## config.mk

```make
export PLATFORM = sky130hd
export DESIGN_NAME = template_tag_splitter
export DESIGN_NICKNAME = d
export VERILOG_FILES = /design/src/sv/tts_pkg.sv /design/src/sv/tts_scan.sv /design/src/sv/tts_out_buf.sv /design/src/sv/template_tag_splitter.sv
export VERILOG_INCLUDE_DIRS = /design/src /design/src/sv
export SDC_FILE = /design/constraint.sdc
export NUM_CORES = 1
export LEC_CHECK = 0
export BUFFER_PORTS_ARGS = -buffer_cell sky130_fd_sc_hd__buf_4
export CAP_MARGIN = 25
export CORE_AREA = 2 2 92 72
export DETAILED_ROUTE_END_ITERATION = 10
export DIE_AREA = 0 0 94 74
export GPL_TIMING_DRIVEN = 0
export HOLD_SLACK_MARGIN = 0.08
export PLACE_DENSITY = 0.71
export REMOVE_ABC_BUFFERS = 1
export SLEW_MARGIN = 5
export SYNTH_ARGS = -nofsm -noshare
export SYNTH_HDL_FRONTEND = slang
export SYNTH_SLANG_ARGS = --single-unit
```

## constraint.sdc

```tcl
create_clock -name clk -period 2.7 [get_ports clk]
set_clock_uncertainty 0.1 [all_clocks]
set_input_delay 0.54 -clock clk [delete_from_list [all_inputs] [get_ports clk]]
set_output_delay 0.54 -clock clk [all_outputs]
set_load 0.01 [all_outputs]
```

## src/sv/template_tag_splitter_assert.svh

```systemverilog
// ---------------------------------------------------------------------------
// Assertion macros for the template tag splitter
// Concurrent checks sampled on clk and held off while arst_n is low.
// ---------------------------------------------------------------------------
`ifndef TEMPLATE_TAG_SPLITTER_ASSERT_SVH
`define TEMPLATE_TAG_SPLITTER_ASSERT_SVH
`ifndef ASSERT_OFF
// Consequent must hold in the same cycle as the antecedent.
`define TTS_ASSERT_SAME(lbl, ante, cons) \
	lbl: assert property (@(posedge clk) disable iff (!arst_n) (ante) |-> (cons)) \
		else $error("template_tag_splitter check failed");
// Consequent must hold in the cycle after the antecedent.
`define TTS_ASSERT_NEXT(lbl, ante, cons) \
	lbl: assert property (@(posedge clk) disable iff (!arst_n) (ante) |=> (cons)) \
		else $error("template_tag_splitter check failed");
`else
`define TTS_ASSERT_SAME(lbl, ante, cons)
`define TTS_ASSERT_NEXT(lbl, ante, cons)
`endif
`endif

```

## src/sv/tts_pkg.sv

```systemverilog
// ---------------------------------------------------------------------------
// tts_pkg
// Types and constants shared by the template tag splitter modules.
// ---------------------------------------------------------------------------
package tts_pkg;

	// Region codes.
	localparam logic [1:0] REGION_PLAIN = 2'd0;
	localparam logic [1:0] REGION_BODY  = 2'd1;
	localparam logic [1:0] REGION_HEAD  = 2'd2;

	// Delimiter and quote characters.
	localparam logic [7:0] CHAR_LT     = 8'h3C;
	localparam logic [7:0] CHAR_GT     = 8'h3E;
	localparam logic [7:0] CHAR_QMARK  = 8'h3F;
	localparam logic [7:0] CHAR_PCT    = 8'h25;
	localparam logic [7:0] CHAR_DQUOTE = 8'h22;
	localparam logic [7:0] CHAR_SQUOTE = 8'h27;

	// Most results one input byte can cause.
	localparam int MAX_RESULTS = 3;

	typedef logic [1:0] res_count_t;

	typedef struct packed {
		logic       quote_open;
		logic       segment_end;
		logic       has_byte;
		logic [1:0] region_kind;
		logic [7:0] text_byte;
		logic       last_of_item;
	} tts_result_t;

	// Status of the output buffer seen by the input side.
	typedef struct packed {
		logic can_load;
	} tts_buf_status_t;

endpackage

```

## src/sv/tts_scan.sv

```systemverilog
// ---------------------------------------------------------------------------
// tts_scan
// Scanner state and the combinational step that turns one byte into results.
// ---------------------------------------------------------------------------
module tts_scan
	import tts_pkg::*;
(
	input  logic        clk,
	input  logic        arst_n,
	input  logic        step,
	input  logic [7:0]  byte_in,
	input  logic        eof_in,
	output tts_result_t res [MAX_RESULTS],
	output res_count_t  res_count
);

	logic [1:0] region_q;
	logic       quote_q;
	logic       held_valid_q;
	logic [7:0] held_byte_q;
	logic       nonempty_q;

	logic        closes;
	logic [1:0]  close_region;
	logic        start;
	logic        is_quote;
	logic        consumed;
	logic [1:0]  region_nx;
	logic        quote_nx;
	logic        held_valid_nx;
	logic        nonempty_a;
	logic        nonempty_nx;
	logic        slot_v [MAX_RESULTS];
	tts_result_t slot   [MAX_RESULTS];
	res_count_t  cnt;

	always_comb begin
		closes       = 1'b0;
		close_region = REGION_PLAIN;
		if (region_q == REGION_PLAIN) begin
			if (held_byte_q == CHAR_LT && (byte_in == CHAR_QMARK || byte_in == CHAR_PCT)) begin
				closes       = 1'b1;
				close_region = (byte_in == CHAR_QMARK) ? REGION_BODY : REGION_HEAD;
			end
		end else if ((held_byte_q == CHAR_QMARK || held_byte_q == CHAR_PCT)
				&& byte_in == CHAR_GT) begin
			closes = 1'b1;
		end

		if (quote_q)
			start = 1'b0;
		else if (region_q == REGION_PLAIN)
			start = (byte_in == CHAR_LT);
		else
			start = (byte_in == CHAR_QMARK || byte_in == CHAR_PCT);

		is_quote      = (byte_in == CHAR_DQUOTE || byte_in == CHAR_SQUOTE);
		consumed      = held_valid_q && closes;
		region_nx     = consumed ? close_region : region_q;
		held_valid_nx = !consumed && start;
		quote_nx      = quote_q ^ (!consumed && !start && is_quote);
		nonempty_a    = consumed ? 1'b0 : (held_valid_q ? 1'b1 : nonempty_q);

		// First slot: the held byte, either a delimiter close or content.
		slot_v[0]              = held_valid_q;
		slot[0]                = '0;
		slot[0].region_kind    = region_q;
		slot[0].segment_end    = consumed;
		slot[0].has_byte       = !consumed;
		slot[0].text_byte      = consumed ? 8'h00 : held_byte_q;

		// Second slot: the new byte, as content or flushed at end of file.
		slot_v[1]              = !consumed && (!start || eof_in);
		slot[1]                = '0;
		slot[1].region_kind    = region_q;
		slot[1].has_byte       = 1'b1;
		slot[1].text_byte      = byte_in;

		nonempty_nx = slot_v[1] ? 1'b1 : nonempty_a;

		// Third slot: tail close at end of file.
		slot_v[2]              = eof_in && nonempty_nx;
		slot[2]                = '0;
		slot[2].region_kind    = region_nx;
		slot[2].segment_end    = 1'b1;
		slot[2].quote_open     = quote_nx;
	end

	// Pack the valid slots to the front and mark the final one.
	always_comb begin
		cnt = '0;
		for (int i = 0; i < MAX_RESULTS; i++)
			res[i] = '0;
		for (int i = 0; i < MAX_RESULTS; i++) begin
			if (slot_v[i]) begin
				res[cnt] = slot[i];
				cnt      = cnt + 2'd1;
			end
		end
		for (int i = 0; i < MAX_RESULTS; i++)
			res[i].last_of_item = (cnt != '0) && (res_count_t'(i) == cnt - 2'd1);
		res_count = cnt;
	end

	always_ff @(posedge clk or negedge arst_n) begin
		if (!arst_n) begin
			region_q     <= REGION_PLAIN;
			quote_q      <= 1'b0;
			held_valid_q <= 1'b0;
			held_byte_q  <= '0;
			nonempty_q   <= 1'b0;
		end else if (step) begin
			if (eof_in) begin
				region_q     <= REGION_PLAIN;
				quote_q      <= 1'b0;
				held_valid_q <= 1'b0;
				held_byte_q  <= '0;
				nonempty_q   <= 1'b0;
			end else begin
				region_q     <= region_nx;
				quote_q      <= quote_nx;
				held_valid_q <= held_valid_nx;
				held_byte_q  <= byte_in;
				nonempty_q   <= nonempty_nx;
			end
		end
	end

endmodule

```

## src/sv/tts_out_buf.sv

```systemverilog
// ---------------------------------------------------------------------------
// tts_out_buf
// Result register bank that presents up to three results one beat at a time.
// ---------------------------------------------------------------------------
module tts_out_buf
	import tts_pkg::*;
(
	input  logic            clk,
	input  logic            arst_n,
	input  logic            load,
	input  tts_result_t     load_res [MAX_RESULTS],
	input  res_count_t      load_count,
	input  logic            take,
	output tts_result_t     head,
	output logic            head_valid,
	output tts_buf_status_t status
);

	tts_result_t res_q [MAX_RESULTS];
	res_count_t  remain_q;

	assign head_valid      = (remain_q != '0);
	assign head            = res_q[0];
	// A new set may land when the bank is empty or its last pending beat leaves in this cycle.
	assign status.can_load = (remain_q == '0) || (remain_q == 2'd1 && take);

	always_ff @(posedge clk or negedge arst_n) begin
		if (!arst_n)
			remain_q <= '0;
		else if (load)
			remain_q <= load_count;
		else if (take)
			remain_q <= remain_q - 2'd1;
	end

	always_ff @(posedge clk) begin
		if (load) begin
			for (int i = 0; i < MAX_RESULTS; i++)
				res_q[i] <= load_res[i];
		end else if (take) begin
			for (int i = 0; i < MAX_RESULTS - 1; i++)
				res_q[i] <= res_q[i + 1];
		end
	end

endmodule

```

## src/sv/template_tag_splitter.sv

```systemverilog
// ---------------------------------------------------------------------------
// template_tag_splitter
// Splits a template byte stream into plain, body-code and head-code segments.
// ---------------------------------------------------------------------------
//
//   channel   direction  beat contents
//   s_axis    in         tdata[7:0] template byte, tlast end of file
//   m_axis    out        tdata[7:0] content byte, tuser region/flags,
//                        tlast last result caused by one input byte
//
// An input byte is captured into an input register, stepped through the
// scanner and its zero to three results land in a result bank. A byte
// that gives one result sustains one beat per cycle while m_axis is ready;
// each extra result (a held byte flushed with its successor, or a tail
// close at end of file) stalls the input while the bank drains.
// An input beat passes the input register and then the result bank.
// Reset puts the scanner in plain text with nothing held and the bank empty.
// Back-pressure on m_axis stalls the bank, then the input register, then
// s_axis_tready falls.
// ---------------------------------------------------------------------------
`include "template_tag_splitter_assert.svh"

module template_tag_splitter
	import tts_pkg::*;
(
	input  logic       clk,
	input  logic       arst_n,
	input  logic       s_axis_tvalid,
	output logic       s_axis_tready,
	input  logic [7:0] s_axis_tdata,   // [7:0] text_byte_in
	input  logic       s_axis_tlast,   // end_of_file
	output logic       m_axis_tvalid,
	input  logic       m_axis_tready,
	output logic [7:0] m_axis_tdata,   // [7:0] text_byte_out
	output logic [4:0] m_axis_tuser,   // [1:0] region_kind, [2] has_byte,
	                                   // [3] segment_end, [4] quote_open
	output logic       m_axis_tlast    // last_of_item
);

	// Input register stage.
	logic       valid_s1;
	logic [7:0] byte_s1;
	logic       eof_s1;

	logic            step;
	logic            in_beat;
	logic            out_beat;
	tts_result_t     scan_res [MAX_RESULTS];
	res_count_t      scan_count;
	tts_result_t     head;
	logic            head_valid;
	tts_buf_status_t buf_status;

	assign in_beat       = s_axis_tvalid && s_axis_tready;
	assign out_beat      = m_axis_tvalid && m_axis_tready;
	// The buffered byte is scanned only when the bank can hold its results.
	assign step          = valid_s1 && buf_status.can_load;
	assign s_axis_tready = !valid_s1 || step;

	always_ff @(posedge clk or negedge arst_n) begin
		if (!arst_n)
			valid_s1 <= 1'b0;
		else if (s_axis_tready)
			valid_s1 <= s_axis_tvalid;
	end

	always_ff @(posedge clk) begin
		if (in_beat) begin
			byte_s1 <= s_axis_tdata;
			eof_s1  <= s_axis_tlast;
		end
	end

	tts_scan u_scan (
		.clk       (clk),
		.arst_n    (arst_n),
		.step      (step),
		.byte_in   (byte_s1),
		.eof_in    (eof_s1),
		.res       (scan_res),
		.res_count (scan_count)
	);

	tts_out_buf u_out_buf (
		.clk        (clk),
		.arst_n     (arst_n),
		.load       (step),
		.load_res   (scan_res),
		.load_count (scan_count),
		.take       (out_beat),
		.head       (head),
		.head_valid (head_valid),
		.status     (buf_status)
	);

	assign m_axis_tvalid = head_valid;
	assign m_axis_tdata  = head.text_byte;
	assign m_axis_tuser  = {head.quote_open, head.segment_end, head.has_byte, head.region_kind};
	assign m_axis_tlast  = head.last_of_item;

	// A segment close never carries a content byte.
	`TTS_ASSERT_SAME(a_end_no_byte, m_axis_tvalid && m_axis_tuser[3], !m_axis_tuser[2])
	// An open quote is only reported on a segment close.
	`TTS_ASSERT_SAME(a_quote_on_end, m_axis_tvalid && m_axis_tuser[4], m_axis_tuser[3])
	// Only the three defined region codes are produced.
	`TTS_ASSERT_SAME(a_region_legal, m_axis_tvalid, m_axis_tuser[1:0] == REGION_PLAIN || m_axis_tuser[1:0] == REGION_BODY || m_axis_tuser[1:0] == REGION_HEAD)
	// A byte waiting on a full bank stays in the input register unchanged.
	`TTS_ASSERT_NEXT(a_s1_hold, valid_s1 && !buf_status.can_load, valid_s1 && $stable(byte_s1) && $stable(eof_s1))

endmodule
```

==> run_results.csv <==
group,metric,value,unit
run_status,run_status,"finished with violations",
run_status,violations,"setup timing",
setup_path,critPathLaunchType,"flip-flop",
sta,rsz0062_at_grt,"yes",
logic_synthesis,synth_compound_area_frac,0.183,
logic_synthesis,synthAdderAreaFrac,0.0169,
detailed_routing,drt_iter0_drc,221,
global_routing,grt_max_degree,27,
sta,period_minus_slack,2730,ps
setup_path,crit_start,"byte_s1[7]",
sta,max-slew-margin-rel,0.335,
setup_path,worstPathMaxFanout,5,
detailed_routing,ant_nets,0,
min_path,worstHoldPathType,"primary input to flip-flop",
logic_synthesis,yosysTopAreaCell,"edfxtp_1",
layout,multiInputGateArea,1230,um2
clock_tree,cts_root_buf,"clkbuf_8",
layout,seqCellArea,1640,um2
logic_synthesis,async_flop_share,0.263,
sta,setup_viol,2,
setup_path,r2r_end,"u_out_buf.res_q[0][24]",
logic_synthesis,synth_top_family_by_area,"compound AO/OA/AOI/OAI gates",
logic_synthesis,synth_area_leaders,"edfxtp_1 (42%), dfrtp_1 (13%), nand2_1 (4.2%)",
setup_path,slowest_stage,"edfxtp_1",
layout,layout_common_cells,"buf_4 (49), edfxtp_1 (42), nand2_1 (32)",
logic_synthesis,ys_seq_elements,57,
power_and_ir_drop,switchingPower,0.00123,W
power_and_ir_drop,vdd_drop_max,863,uV
setup_path,r2r_slack,-30,ps
power_and_ir_drop,netSwitchingFraction,0.337,
setup_path,worstPathCellList,"and4bb_2 > nand4_1 > o22a_2 > and2_4 > ha_4 > nand2_4 > nand3_4 > nor3b_4 > buf_6 > a221o_1",
logic_synthesis,synth_mux_area_frac,0.00675,
power_and_ir_drop,leakagePower,1.44,nW
floorplanning,start_util,0.487,
power_and_ir_drop,seqPwrFrac,0.424,
place,hpwlAfterDp,4140,um
global_routing,globalRouteTotalUtil,0.205,
power_and_ir_drop,p_per_area,984,nW/um2
sta,setup_slack,-30.5,ps
setup_path,cp.arrival,2730,ps
logic_synthesis,synth_top_area_frac,0.425,
sta,maxSlewViolCount,0,
sta,final_hold_viol_count,0,
setup_path,critical_path.endpoint_type,"flip-flop",
setup_path,required,2700,ps
logic_synthesis,seq_area_frac_synth,0.551,
clock_tree,clk_pin_slew,70,ps
clock_tree,clock_latency,350,ps
logic_synthesis,yosys_warnings,0,
clock_tree,clk_path_buf_depth,2,
detailed_routing,wire_per_inst,17.1,um
min_path,min-delay-start,"s_axis_tdata[2]",
run,max-cap-violations,0,
setup_path,critical_path_class,"flip-flop to flip-flop",
layout,final_util,0.607,
clock_tree,cts_sinks,57,
detailed_routing,wirelength,6570,um
setup_path,timing.rr.start,"byte_s1[7]",
power_and_ir_drop,pwr-share-clk,0.237,
place,numPortBuffers,28,
global_routing,grt_pass1_vias,2088,
logic_synthesis,avgSynthCellArea,11.5,um2
setup_path,slowest_delay,450,ps
global_routing,overflow,0,
clock_tree,cts_tree,"done",
sta,max_freq,0.366,GHz
sta,worst_slew_pin_slew,998,ps
logic_synthesis,synthFlopType,"edfxtp_1",
layout,final_common_cell,"buf_4",
detailed_routing,vias,2174,
layout,nFillCells,500,
place,gp_congestion,0.885,
floorplanning,die_h,74,um
logic_synthesis,synth_xor_xnor_area_share,0.00590,
global_routing,grt_antenna_before_repair,0,
layout,nets,316,
power_and_ir_drop,design_power_total,0.00364,W
power_and_ir_drop,intPower,0.00241,W
logic_synthesis,synth-edff-count,42,
setup_path,endpoint,"u_out_buf.res_q[0][24]",
layout,layout-drive-gt1-share,0.332,
global_routing,grtUsageMet2,0.309,
logic_synthesis,syn_inst,259,
clock_tree,numCtsBuffers,9,
floorplanning,die_width,94,um
global_routing,grt_use_met1,0.285,
global_routing,met3_usage,0.0669,
logic_synthesis,yosysUniqueCellTypes,54,
logic_synthesis,synth_area,2970,um2
layout,areaGrowthSynthToFinish,24.7,%
floorplanning,core_area,6100,um2
sta,period_share,1.01,
global_routing,grt_pass1_wl,10600,um
detailed_routing,firstDrtPassIters,4,
detailed_routing,drc,0,
logic_synthesis,synthSimpleGateAreaFrac,0.163,
layout,n_antenna_cell,0,
clock_tree,htreeDepth,3,
power_and_ir_drop,p_comb_frac,0.339,
floorplanning,rows,25,
floorplanning,fp.dieArea,6960,um2
global_routing,grt-busiest-layer,"met2",
floorplanning,io_pins,29,
setup_path,reg2reg_depth,10,
detailed_routing,routed_via_density,5.65,
[stage by stage]
stage	cells	cell area, um2	hold slack, ps	TNS (ps)	worst slack (ps)
final	385	3700	264	-36.5	-30.5
after detailed placement	344	3160	319	-12320	-752
after floorplan	233	2800	144	-582	-131
after global placement	342	3110	309	-14090	-676
after CTS	376	3570	251	0	1.02
after global routing	385	3700	239	-647	-99.2
[routing by layer]
layer,wire [um],vias to the layer above
met4,152,0
met2,3060,78
met3,427,13
met1,2930,1050
li1,-,1033
met5,0,-
[how the worst min path moves through the flow]
stage	depth (start not counted)	to	slack, ps
floorplan	0	u_out_buf.remain_q[0]	140
global placement	1	u_out_buf.remain_q[1]	310
detailed placement	1	u_out_buf.remain_q[0]	320
CTS	1	byte_s1[3]	250
global route	1	byte_s1[3]	240
finish	1	byte_s1[2]	260
[registers in the layout (all words and copies together) (netlist names)]
register,flops
byte_s1,8
u_scan.region_q,2
eof_s1,1
u_out_buf.res_q,33
u_out_buf.remain_q,2
u_scan.quote_q,1
u_scan.held_byte_q,8
valid_s1,1
u_scan.held_valid_q,1
[final cells by class]
| class | count | share of cell area |
|---|---|---|
| tap | 81 | 0.0274 |
| timing repair buffer | 55 | 0.125 |
| clock inverter | 6 | 0.0227 |
| multi-input combinational | 163 | 0.333 |
| clock buffer | 10 | 0.0345 |
| sequential | 57 | 0.443 |
| inverter | 13 | 0.0142 |
[power by group through the flow]
stage	sequential [W]	combinational, W	clock (W)
CTS	0.00154	0.00119	0.000877
finish	0.00155	0.00123	0.000862
global placement	0.00156	0.000983	0
global route	0.00158	0.00136	0.000922
detailed placement	0.00158	0.00108	0
floorplan	0.00158	0.000584	0
[critical path, delay by kind of cell (launching register included)]
family | cells | cell delay, ps
and+or+nand+nor | 6 | 960
AOI/OAI and AO/OA | 2 | 550
DFF | 1 | 450
adders and majority gates | 1 | 280
buffers and inverters | 1 | 140
[logic make-up after synthesis]
kind of cell             Yosys count
AO/OA/AOI/OAI                     72
XOR/XNOR                           2
adder cells (fa/ha/maj)            4
buffers and inverters             39
flip-flops                        57
multiplexers                       2
AND/OR/NAND/NOR                   83
[synth_stat cells, types with 2 or more instances]
cell,count
a22o_1,7
buf_4,13
a21o_1,2
nand4_1,3
o22ai_2,2
o22ai_1,4
nor3b_1,2
o31ai_1,8
o21ai_1,2
o2111ai_1,2
and3_1,2
nor2b_1,2
dfrtp_1,15
o21ai_0,16
nor2_1,5
and2_1,13
buf_6,3
a21oi_1,6
o21a_1,2
o41ai_1,4
edfxtp_1,42
and4bb_2,2
a32oi_1,3
ha_1,4
mux2i_1,2
clkbuf_1,10
nand2_1,33
nand2b_1,4
nor3_1,2
inv_1,13
nand3_1,6
o211ai_1,3
[what timing repair did]
action	CTS	global route
hold buffers	1	0
buffers inserted	15	9
setup endpoints to repair	28	16
pin swaps	6	6
gates resized for setup	20	8
endpoints found under the hold margin	15	0
Power figures use the tool's default switching activity.
